**src/ppf_pkg.sv**
```systemverilog
// ----------------------------------------------------------------------------
// ppf_pkg: shared types and constants for the polyline path follower
// Opcodes, register indexes, sequencer states and the iterative unit's
// control and status bundles.
// ----------------------------------------------------------------------------
`default_nettype none
package ppf_pkg;

  localparam int unsigned BUDGET_W = 15;  // move_speed >> 1
  localparam int unsigned SPEED_W  = 16;
  localparam int unsigned PLEN_W   = 5;
  localparam int unsigned OPC_W    = 2;
  localparam int unsigned IDX_W    = 4;
  localparam int unsigned SEGO_W   = 4;
  localparam int unsigned CADDR_W  = 2;

  localparam logic [OPC_W-1:0] OP_WR_WAYPOINT = 2'd0;
  localparam logic [OPC_W-1:0] OP_PLACE       = 2'd1;
  localparam logic [OPC_W-1:0] OP_TICK        = 2'd2;
  localparam logic [OPC_W-1:0] OP_NOP         = 2'd3;

  localparam logic [CADDR_W-1:0] REG_MOVE_SPEED  = 2'd0;
  localparam logic [CADDR_W-1:0] REG_PATH_LENGTH = 2'd1;

  typedef enum logic [3:0] {
    ST_IDLE,
    ST_RD,
    ST_LOAD,
    ST_SQX,
    ST_SQY,
    ST_SQRT_GO,
    ST_SQRT_WAIT,
    ST_EVAL,
    ST_PMX,
    ST_DIVX_GO,
    ST_DIVX_WAIT,
    ST_PMY,
    ST_DIVY_GO,
    ST_DIVY_WAIT
  } state_e;

  typedef struct packed {
    logic start;
    logic is_div;
  } iter_ctrl_t;

  typedef struct packed {
    logic done;
    logic rem_nz;
  } iter_stat_t;

endpackage
`default_nettype wire

```
**src/ppf_iter_unit.sv**
```systemverilog
// ----------------------------------------------------------------------------
// ppf_iter_unit: shared restoring square root / divider
// One compare-subtract per cycle; two radicand bits or one dividend bit a step.
// ----------------------------------------------------------------------------
`default_nettype none
module ppf_iter_unit #(
  parameter int unsigned NUM_W    = 33,
  parameter int unsigned DEN_W    = 17,
  parameter int unsigned DIV_BITS = 31
) (
  input  wire logic               clk_i,
  input  wire logic               rst_ni,
  input  ppf_pkg::iter_ctrl_t     ctrl_i,
  input  wire logic [NUM_W-1:0]   num_i,
  input  wire logic [DEN_W-1:0]   den_i,
  output ppf_pkg::iter_stat_t     stat_o,
  output logic      [DEN_W-1:0]   res_o
);

  localparam int unsigned SQE = 2 * DEN_W;
  localparam int unsigned W   = (NUM_W > SQE) ? NUM_W : SQE;
  localparam int unsigned RW  = DEN_W + 3;
  localparam int unsigned CW  = $clog2(W + 1);

  logic [W-1:0]  num_q, num_d, res_q, res_d;
  logic [RW-1:0] rem_q, rem_d;
  logic [CW-1:0] cnt_q, cnt_d;
  logic          busy_q, busy_d, done_q, done_d, div_q, div_d;

  logic [RW-1:0] sub_a, sub_b, diff;
  logic          ge;

  always_comb begin
    if (div_q) begin
      sub_a = {rem_q[RW-2:0], num_q[W-1]};
      sub_b = RW'(den_i);
    end else begin
      sub_a = {rem_q[RW-3:0], num_q[W-1 -: 2]};
      sub_b = {res_q[RW-3:0], 2'b01};
    end
    ge   = (sub_a >= sub_b);
    diff = sub_a - sub_b;
  end

  always_comb begin
    num_d  = num_q;
    res_d  = res_q;
    rem_d  = rem_q;
    cnt_d  = cnt_q;
    busy_d = busy_q;
    div_d  = div_q;
    done_d = 1'b0;
    if (ctrl_i.start) begin
      div_d  = ctrl_i.is_div;
      rem_d  = '0;
      res_d  = '0;
      busy_d = 1'b1;
      if (ctrl_i.is_div) begin
        num_d = W'(num_i) << (W - DIV_BITS);
        cnt_d = CW'(DIV_BITS);
      end else begin
        num_d = W'(num_i) << (W - SQE);
        cnt_d = CW'(DEN_W);
      end
    end else if (busy_q) begin
      rem_d = ge ? diff : sub_a;
      res_d = {res_q[W-2:0], ge};
      num_d = div_q ? (num_q << 1) : (num_q << 2);
      cnt_d = cnt_q - 1'b1;
      if (cnt_q == CW'(1)) begin
        busy_d = 1'b0;
        done_d = 1'b1;
      end
    end
  end

  always_ff @(posedge clk_i or negedge rst_ni) begin
    if (!rst_ni) begin
      busy_q <= 1'b0;
      done_q <= 1'b0;
      cnt_q  <= '0;
    end else begin
      busy_q <= busy_d;
      done_q <= done_d;
      cnt_q  <= cnt_d;
    end
  end

  always_ff @(posedge clk_i) begin
    num_q <= num_d;
    res_q <= res_d;
    rem_q <= rem_d;
    div_q <= div_d;
  end

  assign stat_o.done   = done_q;
  assign stat_o.rem_nz = (rem_q != '0);
  assign res_o         = res_q[DEN_W-1:0];

endmodule
`default_nettype wire

```
**src/polyline_path_follower_top.sv**
```systemverilog
// ----------------------------------------------------------------------------
// polyline_path_follower_top: moves a point along a stored waypoint polyline
// Waypoint writes, point placement and fixed-budget ticks that walk segments
// with an integer distance and an exact per-axis quotient.
// ----------------------------------------------------------------------------
//  channel | dir | handshake              | payload
//  --------+-----+------------------------+------------------------------------
//  in      | in  | in_valid_i/in_ready_o  | opcode, waypoint_index, coord_x/y
//  out     | out | out_valid_o/out_ready_i| pos_x/y, segment_index, finished,
//          |     |                        | rearm
//  cfg     | in  | cfg_we_i (no wait)     | cfg_addr_i, cfg_wdata_i
//
// Write, place, no-op and idle-tick beats complete on acceptance; the
// result is valid on the next cycle. A tick with work walks each segment
// through read, load, two squares, root start, the root steps and compare,
// and, on a partial segment, adds two divisions (product, start, divide
// steps), one per axis, on the shared root/divide unit.
// Reset clears point, segment and speed, sets path length to 1; waypoints are not cleared.
// in_ready_o is high only while idle with the result register free or draining.
// ----------------------------------------------------------------------------
`default_nettype none
module polyline_path_follower_top #(
  parameter int unsigned MAX_WAYPOINTS = 16,
  parameter int unsigned COORD_BITS    = 16
) (
  input  wire logic                          clk_i,
  input  wire logic                          rst_ni,
  input  wire logic                          cfg_we_i,
  input  wire logic [ppf_pkg::CADDR_W-1:0]   cfg_addr_i,
  input  wire logic [ppf_pkg::SPEED_W-1:0]   cfg_wdata_i,
  input  wire logic                          in_valid_i,
  output logic                               in_ready_o,
  input  wire logic [ppf_pkg::OPC_W-1:0]     opcode_i,
  input  wire logic [ppf_pkg::IDX_W-1:0]     waypoint_index_i,
  input  wire logic [COORD_BITS-1:0]         coord_x_i,
  input  wire logic [COORD_BITS-1:0]         coord_y_i,
  output logic                               out_valid_o,
  input  wire logic                          out_ready_i,
  output logic      [COORD_BITS-1:0]         pos_x_o,
  output logic      [COORD_BITS-1:0]         pos_y_o,
  output logic      [ppf_pkg::SEGO_W-1:0]    segment_index_o,
  output logic                               finished_o,
  output logic                               rearm_o
);

  localparam int unsigned C   = COORD_BITS;
  localparam int unsigned SW  = (MAX_WAYPOINTS > 1) ? $clog2(MAX_WAYPOINTS) : 1;
  localparam int unsigned BW  = ppf_pkg::BUDGET_W;
  localparam int unsigned MBW = (C > BW) ? C : BW;
  localparam int unsigned MW  = C + MBW;
  localparam int unsigned SQW = 2 * C + 1;
  localparam int unsigned PW  = BW + C;
  localparam int unsigned AW  = (SQW > PW) ? SQW : PW;
  localparam int unsigned DW  = C + 1;
  localparam int unsigned CW  = (DW > BW) ? DW : BW;

  // config
  logic [ppf_pkg::SPEED_W-1:0] speed_q;
  logic [ppf_pkg::PLEN_W-1:0]  plen_q;

  always_ff @(posedge clk_i or negedge rst_ni) begin
    if (!rst_ni) begin
      speed_q <= '0;
      plen_q  <= ppf_pkg::PLEN_W'(1);
    end else if (cfg_we_i) begin
      unique case (cfg_addr_i)
        ppf_pkg::REG_MOVE_SPEED:  speed_q <= cfg_wdata_i;
        ppf_pkg::REG_PATH_LENGTH: plen_q  <= cfg_wdata_i[ppf_pkg::PLEN_W-1:0];
        default: ;
      endcase
    end
  end

  // effective path length, clamped to the memory depth
  int unsigned len_eff;
  assign len_eff = (32'(plen_q) > MAX_WAYPOINTS) ? MAX_WAYPOINTS : 32'(plen_q);

  // state
  ppf_pkg::state_e state_q, state_d;
  logic [C-1:0]  px_q, px_d, py_q, py_d;
  logic [SW-1:0] seg_q, seg_d;
  logic [BW-1:0] bud_q, bud_d;
  logic [C-1:0]  adx_q, adx_d, ady_q, ady_d;
  logic          nx_q, nx_d, ny_q, ny_d;
  logic [AW-1:0] acc_q, acc_d;
  logic [DW-1:0] dist_q, dist_d;
  logic          ov_q, ov_d, fin_q, fin_d, rea_q, rea_d;

  // waypoint memory: x low, y high
  logic [2*C-1:0] wp_mem [MAX_WAYPOINTS];
  logic [2*C-1:0] wp_rd_q;
  logic           wp_we, wp_re;

  logic in_acc;
  assign in_acc = in_valid_i && in_ready_o;
  assign wp_we  = in_acc && (opcode_i == ppf_pkg::OP_WR_WAYPOINT)
                  && (32'(waypoint_index_i) < MAX_WAYPOINTS);

  always_ff @(posedge clk_i) begin
    if (wp_we) wp_mem[SW'(waypoint_index_i)] <= {coord_y_i, coord_x_i};
    if (wp_re) wp_rd_q <= wp_mem[seg_q];
  end

  logic [C-1:0] tx, ty;
  assign tx = wp_rd_q[C-1:0];
  assign ty = wp_rd_q[2*C-1:C];

  // shared multiplier
  logic [C-1:0]   mul_a;
  logic [MBW-1:0] mul_b;
  logic [MW-1:0]  mul_p;
  logic           mul_y, mul_sq;
  assign mul_a = mul_y ? ady_q : adx_q;
  assign mul_b = mul_sq ? MBW'(mul_a) : MBW'(bud_q);
  assign mul_p = MW'(mul_a) * MW'(mul_b);

  // shared root / divide unit
  ppf_pkg::iter_ctrl_t it_ctrl;
  ppf_pkg::iter_stat_t it_stat;
  logic [DW-1:0]       it_res;

  ppf_iter_unit #(
    .NUM_W    (AW),
    .DEN_W    (DW),
    .DIV_BITS (PW)
  ) u_iter (
    .clk_i  (clk_i),
    .rst_ni (rst_ni),
    .ctrl_i (it_ctrl),
    .num_i  (acc_q),
    .den_i  (dist_q),
    .stat_o (it_stat),
    .res_o  (it_res)
  );

  // floor-signed step from the unit quotient
  logic [C-1:0] q_mag, q_adj;
  logic         q_neg;
  assign q_mag = it_res[C-1:0];
  assign q_neg = (state_q == ppf_pkg::ST_DIVY_WAIT) ? ny_q : nx_q;
  assign q_adj = q_neg ? (C'(0) - (q_mag + C'(it_stat.rem_nz))) : q_mag;

  logic [DW-1:0] dfx, dfy;
  assign dfx = {1'b0, tx} - {1'b0, px_q};
  assign dfy = {1'b0, ty} - {1'b0, py_q};

  logic bud_lt, seg_last;
  assign bud_lt   = CW'(bud_q) < CW'(dist_q);
  assign seg_last = (32'(seg_q) + 32'd1) == len_eff;

  logic tick_idle;
  assign tick_idle = (speed_q[ppf_pkg::SPEED_W-1:1] == '0) || (32'(seg_q) >= len_eff);

  // next state
  always_comb begin
    state_d = state_q;
    unique case (state_q)
      ppf_pkg::ST_IDLE:
        if (in_acc && (opcode_i == ppf_pkg::OP_TICK) && !tick_idle) state_d = ppf_pkg::ST_RD;
      ppf_pkg::ST_RD:        state_d = ppf_pkg::ST_LOAD;
      ppf_pkg::ST_LOAD:      state_d = ppf_pkg::ST_SQX;
      ppf_pkg::ST_SQX:       state_d = ppf_pkg::ST_SQY;
      ppf_pkg::ST_SQY:       state_d = ppf_pkg::ST_SQRT_GO;
      ppf_pkg::ST_SQRT_GO:   state_d = ppf_pkg::ST_SQRT_WAIT;
      ppf_pkg::ST_SQRT_WAIT: if (it_stat.done) state_d = ppf_pkg::ST_EVAL;
      ppf_pkg::ST_EVAL: begin
        if (bud_lt) state_d = ppf_pkg::ST_PMX;
        else if ((bud_q == BW'(dist_q)) || seg_last) state_d = ppf_pkg::ST_IDLE;
        else state_d = ppf_pkg::ST_RD;
      end
      ppf_pkg::ST_PMX:       state_d = ppf_pkg::ST_DIVX_GO;
      ppf_pkg::ST_DIVX_GO:   state_d = ppf_pkg::ST_DIVX_WAIT;
      ppf_pkg::ST_DIVX_WAIT: if (it_stat.done) state_d = ppf_pkg::ST_PMY;
      ppf_pkg::ST_PMY:       state_d = ppf_pkg::ST_DIVY_GO;
      ppf_pkg::ST_DIVY_GO:   state_d = ppf_pkg::ST_DIVY_WAIT;
      ppf_pkg::ST_DIVY_WAIT: if (it_stat.done) state_d = ppf_pkg::ST_IDLE;
      default:               state_d = ppf_pkg::ST_IDLE;
    endcase
  end

  // datapath and outputs
  always_comb begin
    px_d    = px_q;
    py_d    = py_q;
    seg_d   = seg_q;
    bud_d   = bud_q;
    adx_d   = adx_q;
    ady_d   = ady_q;
    nx_d    = nx_q;
    ny_d    = ny_q;
    acc_d   = acc_q;
    dist_d  = dist_q;
    fin_d   = fin_q;
    rea_d   = rea_q;
    ov_d    = ov_q && !out_ready_i;
    wp_re   = 1'b0;
    mul_y   = 1'b0;
    mul_sq  = 1'b1;
    it_ctrl = '0;
    in_ready_o = 1'b0;
    unique case (state_q)
      ppf_pkg::ST_IDLE: begin
        in_ready_o = !ov_q || out_ready_i;
        if (in_acc) begin
          fin_d = 1'b0;
          rea_d = 1'b0;
          bud_d = speed_q[ppf_pkg::SPEED_W-1:1];
          if (opcode_i == ppf_pkg::OP_PLACE) begin
            px_d  = coord_x_i;
            py_d  = coord_y_i;
            seg_d = '0;
          end
          // a tick with work leaves the result for later
          ov_d = !((opcode_i == ppf_pkg::OP_TICK) && !tick_idle);
        end
      end
      ppf_pkg::ST_RD: wp_re = 1'b1;
      ppf_pkg::ST_LOAD: begin
        nx_d  = dfx[C];
        ny_d  = dfy[C];
        adx_d = dfx[C] ? C'(-dfx) : dfx[C-1:0];
        ady_d = dfy[C] ? C'(-dfy) : dfy[C-1:0];
      end
      ppf_pkg::ST_SQX: acc_d = AW'(mul_p);
      ppf_pkg::ST_SQY: begin
        mul_y = 1'b1;
        acc_d = acc_q + AW'(mul_p);
      end
      ppf_pkg::ST_SQRT_GO: it_ctrl.start = 1'b1;
      ppf_pkg::ST_SQRT_WAIT: if (it_stat.done) dist_d = it_res;
      ppf_pkg::ST_EVAL: begin
        if (!bud_lt) begin
          bud_d = bud_q - BW'(dist_q);
          px_d  = tx;
          py_d  = ty;
          if ((bud_q == BW'(dist_q)) || seg_last) begin
            fin_d = seg_last;
            rea_d = !seg_last;
            ov_d  = 1'b1;
          end else begin
            seg_d = seg_q + 1'b1;
          end
        end
      end
      ppf_pkg::ST_PMX: begin
        mul_sq = 1'b0;
        acc_d  = AW'(mul_p);
      end
      ppf_pkg::ST_DIVX_GO: begin
        it_ctrl.start  = 1'b1;
        it_ctrl.is_div = 1'b1;
      end
      ppf_pkg::ST_DIVX_WAIT: if (it_stat.done) px_d = px_q + q_adj;
      ppf_pkg::ST_PMY: begin
        mul_sq = 1'b0;
        mul_y  = 1'b1;
        acc_d  = AW'(mul_p);
      end
      ppf_pkg::ST_DIVY_GO: begin
        it_ctrl.start  = 1'b1;
        it_ctrl.is_div = 1'b1;
      end
      ppf_pkg::ST_DIVY_WAIT: begin
        if (it_stat.done) begin
          py_d  = py_q + q_adj;
          rea_d = 1'b1;
          ov_d  = 1'b1;
        end
      end
      default: ;
    endcase
  end

  always_ff @(posedge clk_i or negedge rst_ni) begin
    if (!rst_ni) begin
      state_q <= ppf_pkg::ST_IDLE;
      px_q    <= '0;
      py_q    <= '0;
      seg_q   <= '0;
      ov_q    <= 1'b0;
      fin_q   <= 1'b0;
      rea_q   <= 1'b0;
    end else begin
      state_q <= state_d;
      px_q    <= px_d;
      py_q    <= py_d;
      seg_q   <= seg_d;
      ov_q    <= ov_d;
      fin_q   <= fin_d;
      rea_q   <= rea_d;
    end
  end

  always_ff @(posedge clk_i) begin
    bud_q  <= bud_d;
    adx_q  <= adx_d;
    ady_q  <= ady_d;
    nx_q   <= nx_d;
    ny_q   <= ny_d;
    acc_q  <= acc_d;
    dist_q <= dist_d;
  end

  // point and segment hold while a result waits: the next beat needs the slot
  assign out_valid_o     = ov_q;
  assign pos_x_o         = px_q;
  assign pos_y_o         = py_q;
  assign segment_index_o = ppf_pkg::SEGO_W'(seg_q);
  assign finished_o      = fin_q;
  assign rearm_o         = rea_q;

  // checks
  a_busy_no_result: assert property (@(posedge clk_i) disable iff (!rst_ni)
    (state_q != ppf_pkg::ST_IDLE) |-> !ov_q)
    else $error("result pending while sequencer busy");

  a_flags_excl: assert property (@(posedge clk_i) disable iff (!rst_ni)
    ov_q |-> !(fin_q && rea_q))
    else $error("finished and rearm both set");

  a_done_in_wait: assert property (@(posedge clk_i) disable iff (!rst_ni)
    it_stat.done |-> (state_q == ppf_pkg::ST_SQRT_WAIT || state_q == ppf_pkg::ST_DIVX_WAIT
                      || state_q == ppf_pkg::ST_DIVY_WAIT))
    else $error("iterative unit done outside a wait state");

endmodule
`default_nettype wire

```
**config.mk**
```make
export PLATFORM = sky130hd
export DESIGN_NAME = polyline_path_follower_top
export DESIGN_NICKNAME = d
export VERILOG_FILES = /design/src/ppf_pkg.sv /design/src/ppf_iter_unit.sv /design/src/polyline_path_follower_top.sv
export SDC_FILE = /design/constraint.sdc
export NUM_CORES = 2
export LEC_CHECK = 0
export BUFFER_PORTS_ARGS = -buffer_cell sky130_fd_sc_hd__buf_2
export CAP_MARGIN = 5
export CORE_MARGIN = 2
export CORE_UTILIZATION = 30
export DETAILED_ROUTE_END_ITERATION = 6
export HOLD_SLACK_MARGIN = 0.05
export SYNTH_ARGS = -nofsm -noshare
export SYNTH_HDL_FRONTEND = slang
export SYNTH_SLANG_ARGS = --single-unit
```
**constraint.sdc**
```tcl
create_clock -name clk_i -period 12.11 [get_ports clk_i]
set_input_delay 1.8165 -clock clk_i [delete_from_list [all_inputs] [get_ports clk_i]]
set_output_delay 1.8165 -clock clk_i [all_outputs]
set_load 0.05 [all_outputs]
```
==> impl_metrics.toml <==
[global_route]
antenna_found_initial = 13
grt_overflow = 0
track_usage_pct = 16.1
grt_max_degree = 67
grt_pass1_wl_um = 200000
grt_pass1_vias = 31800

[worst_setup_path]
cp.arrival_ps = 11160
crit_fanout = 21
startpoint_type = "flop"
required_ps = 12520
slowest_stage = "a21oi_1"
path_class = "reg -> reg"
cp-end-kind = "flop"
crit_top_cell = "fa_1"
max_stage_delay_ps = 1020

[die]
start_util_pct = 30.1
core_mm2 = 0.158
core.rowCount = 146
io_pins = 101
die_h_um = 403
die_area_mm2 = 0.162
fp.dieW_um = 403

[clocking]
insertion_delay_ps = 710
h-tree-depth = 3
ctsLongestPathBuffers = 3
cts_made_buffers = 79
cts_setup_buffers = 0
post_cts_resized = 0
cts-root-buf = "clkbuf_16"
cts_num_sinks = 787
path_clk_slew_ps = 60
hold_buffers = 0
cts_tree = "done"

[synthesis]
synth_area_mm2 = 0.0477
synth-edff-count = 678
synth-main-ff-cell = "edfxtp_1"
synth.avg_cell_area_um2 = 11.7
seq_area_frac_synth_pct = 48.0
syn_nets = 4589
synth_top_area_share_pct = 42.7
synth_top_cell_by_area = "edfxtp_1"
yosys_warnings = 0
synthCells = 4065
synth_cell_types = 88
ys_async_sr_fraction_pct = 9.02
yosys_register_bits = 787
yosys-top-cells-area = "edfxtp_1 43%, fa_1 8.4%, ha_1 6.9%, mux2i_1 4.4%, dfrtp_1 3.7%"

[sta]
hold_viol_final = 0
rsz0062_at_grt = "no"
slew_violations = 0
skew_ps = 90.7
fmax_mhz = 93.0
fin_crit_sh_pct = 88.8
max-slew-margin-rel_pct = 10.1
worstMarginPinSlew_ps = 1340
min_period_ps = 10750
setup_viol = 0
setup_tns_ps = 0

[layout]
drive_above_1_share_pct = 11.7
final_core_util_pct = 33.8
final_cell_mix = "678 x edfxtp_1, 363 x nand2_1, 349 x inv_1"
final_common_cell = "edfxtp_1"
nFillCells = 15700
synthToLayoutAreaGrowth_pct = 12.2
nNetsFinal = 4684

[routing]
vias = 32400
drt_iter0_drc = 3057
firstDrtPassIters = 5
drt_wl_total_um = 132000
drc_errors = 0
wire_per_inst_um = 21.0
antenna_left = 0
avgViaCountPerCell = 5.14

[job]
drv_cap = 0

[min_path]
hp-class = "reg -> reg"

[status]
status = "completed"

[place]
place_congestion = 0.894
dp_hpwl_um = 93200
io_buffers = 100
## registers in the layout (all words and copies together) (netlist names), 4 cells and up
signal,flops
plen_q,5
pos_y_o,16
segment_index_o,4
ady_q,16
state_q,4
u_iter.num_q,34
pos_x_o,16
acc_q,33
speed_q,15
u_iter.cnt_q,6
wp_mem,512
bud_q,15
u_iter.res_q,18
u_iter.rem_q,20
dist_q,17
adx_q,16
wp_rd_q,32
## critical path, delay by kind of cell, from the launching register on
family          cells  cell delay, ps
xor+xnor            1              90
compound gates     14            4040
simple gates        4             760
buf+inv             6             640
mux                 2             570
fa+ha+maj           8            3650
flops               1             720
## cell usage after synthesis (12+ instances only)
cell type,instances
a211oi_1,39
a21o_1,74
a21oi_1,201
a221oi_1,40
a22oi_1,79
a31oi_1,12
and3_1,14
buf_1,20
buf_2,16
clkbuf_1,116
dfrtp_1,70
dfxtp_1,38
edfxtp_1,678
fa_1,201
ha_1,262
inv_1,349
mux2_2,82
mux2i_1,209
mux4_2,64
nand2_1,363
nand2b_1,49
nand3_1,37
nand4_1,19
nor2_1,307
nor2b_1,32
nor3_1,47
nor4_1,13
o211ai_1,12
o21a_1,24
o21ai_0,238
o21ai_1,13
o21bai_1,18
o31ai_1,22
or3_1,13
xnor2_1,106
xor2_1,65
## area by class of cell
type / instances / area [um2] / share of cell area, %
multi-input combinational: 2775 / 23100 / 43.1
sequential: 787 / 22900 / 42.8
tap: 2072 / 2590 / 4.84
clock buffer: 101 / 2120 / 3.96
inverter: 351 / 1320 / 2.46
timing repair buffer: 166 / 998 / 1.87
clock inverter: 45 / 517 / 0.966
antenna: 1 / 2.50 / 0.00468
## routing by layer
metal,track usage (%),up-vias,share of wire [%]
met5,0,-,0.063
met4,3.90,16,2.1
met3,3.03,162,7.0
met2,24.8,966,44
met1,23.3,16300,47
li1,-,14900,-
## metrics by stage
| stage | setup slack [ps] | cells | hold WS [ps] | instance area (um2) |
|---|---|---|---|---|
| after floorplan | 2850 | 4065 | 452 | 47700 |
| after global placement | 1590 | 6151 | 478 | 50900 |
| after detailed placement | 1400 | 6151 | 490 | 50900 |
| after CTS | 1390 | 6297 | 506 | 53500 |
| after global routing | 523 | 6297 | 544 | 53500 |
| final | 1360 | 6298 | 495 | 53500 |
## worst paths after layout
path,start,end,slack (ps),depth (start not counted)
worst max-delay path,state_q[2],acc_q[31],1360,35
worst min-delay path,u_iter.res_q[17],u_iter.res_q[17],490,2
worst max register to register,state_q[2],acc_q[31],1360,35
worst min register to register,u_iter.res_q[17],u_iter.res_q[17],490,2
max in group asynchronous,rst_ni,pos_y_o[1],9860,2
min in group asynchronous,rst_ni,segment_index_o[3],1090,1
## kinds of logic (layout without fill, tap and decap cells)
family | count (synthesis) | in the layout | synth area share [%]
simple gates | 927 | 927 | 8.52
compound gates | 857 | 857 | 11.6
flops | 787 | 787 | 48.0
buf+inv | 503 | 663 | 4.00
fa+ha+maj | 463 | 463 | 15.3
mux | 356 | 356 | 9.37
xor+xnor | 172 | 172 | 3.18
other cells | 0 | 1 | 0
Power is left out: the tool's default activity adds up to more than one toggle a clock period on the data nets, which glitch-free logic cannot reach.
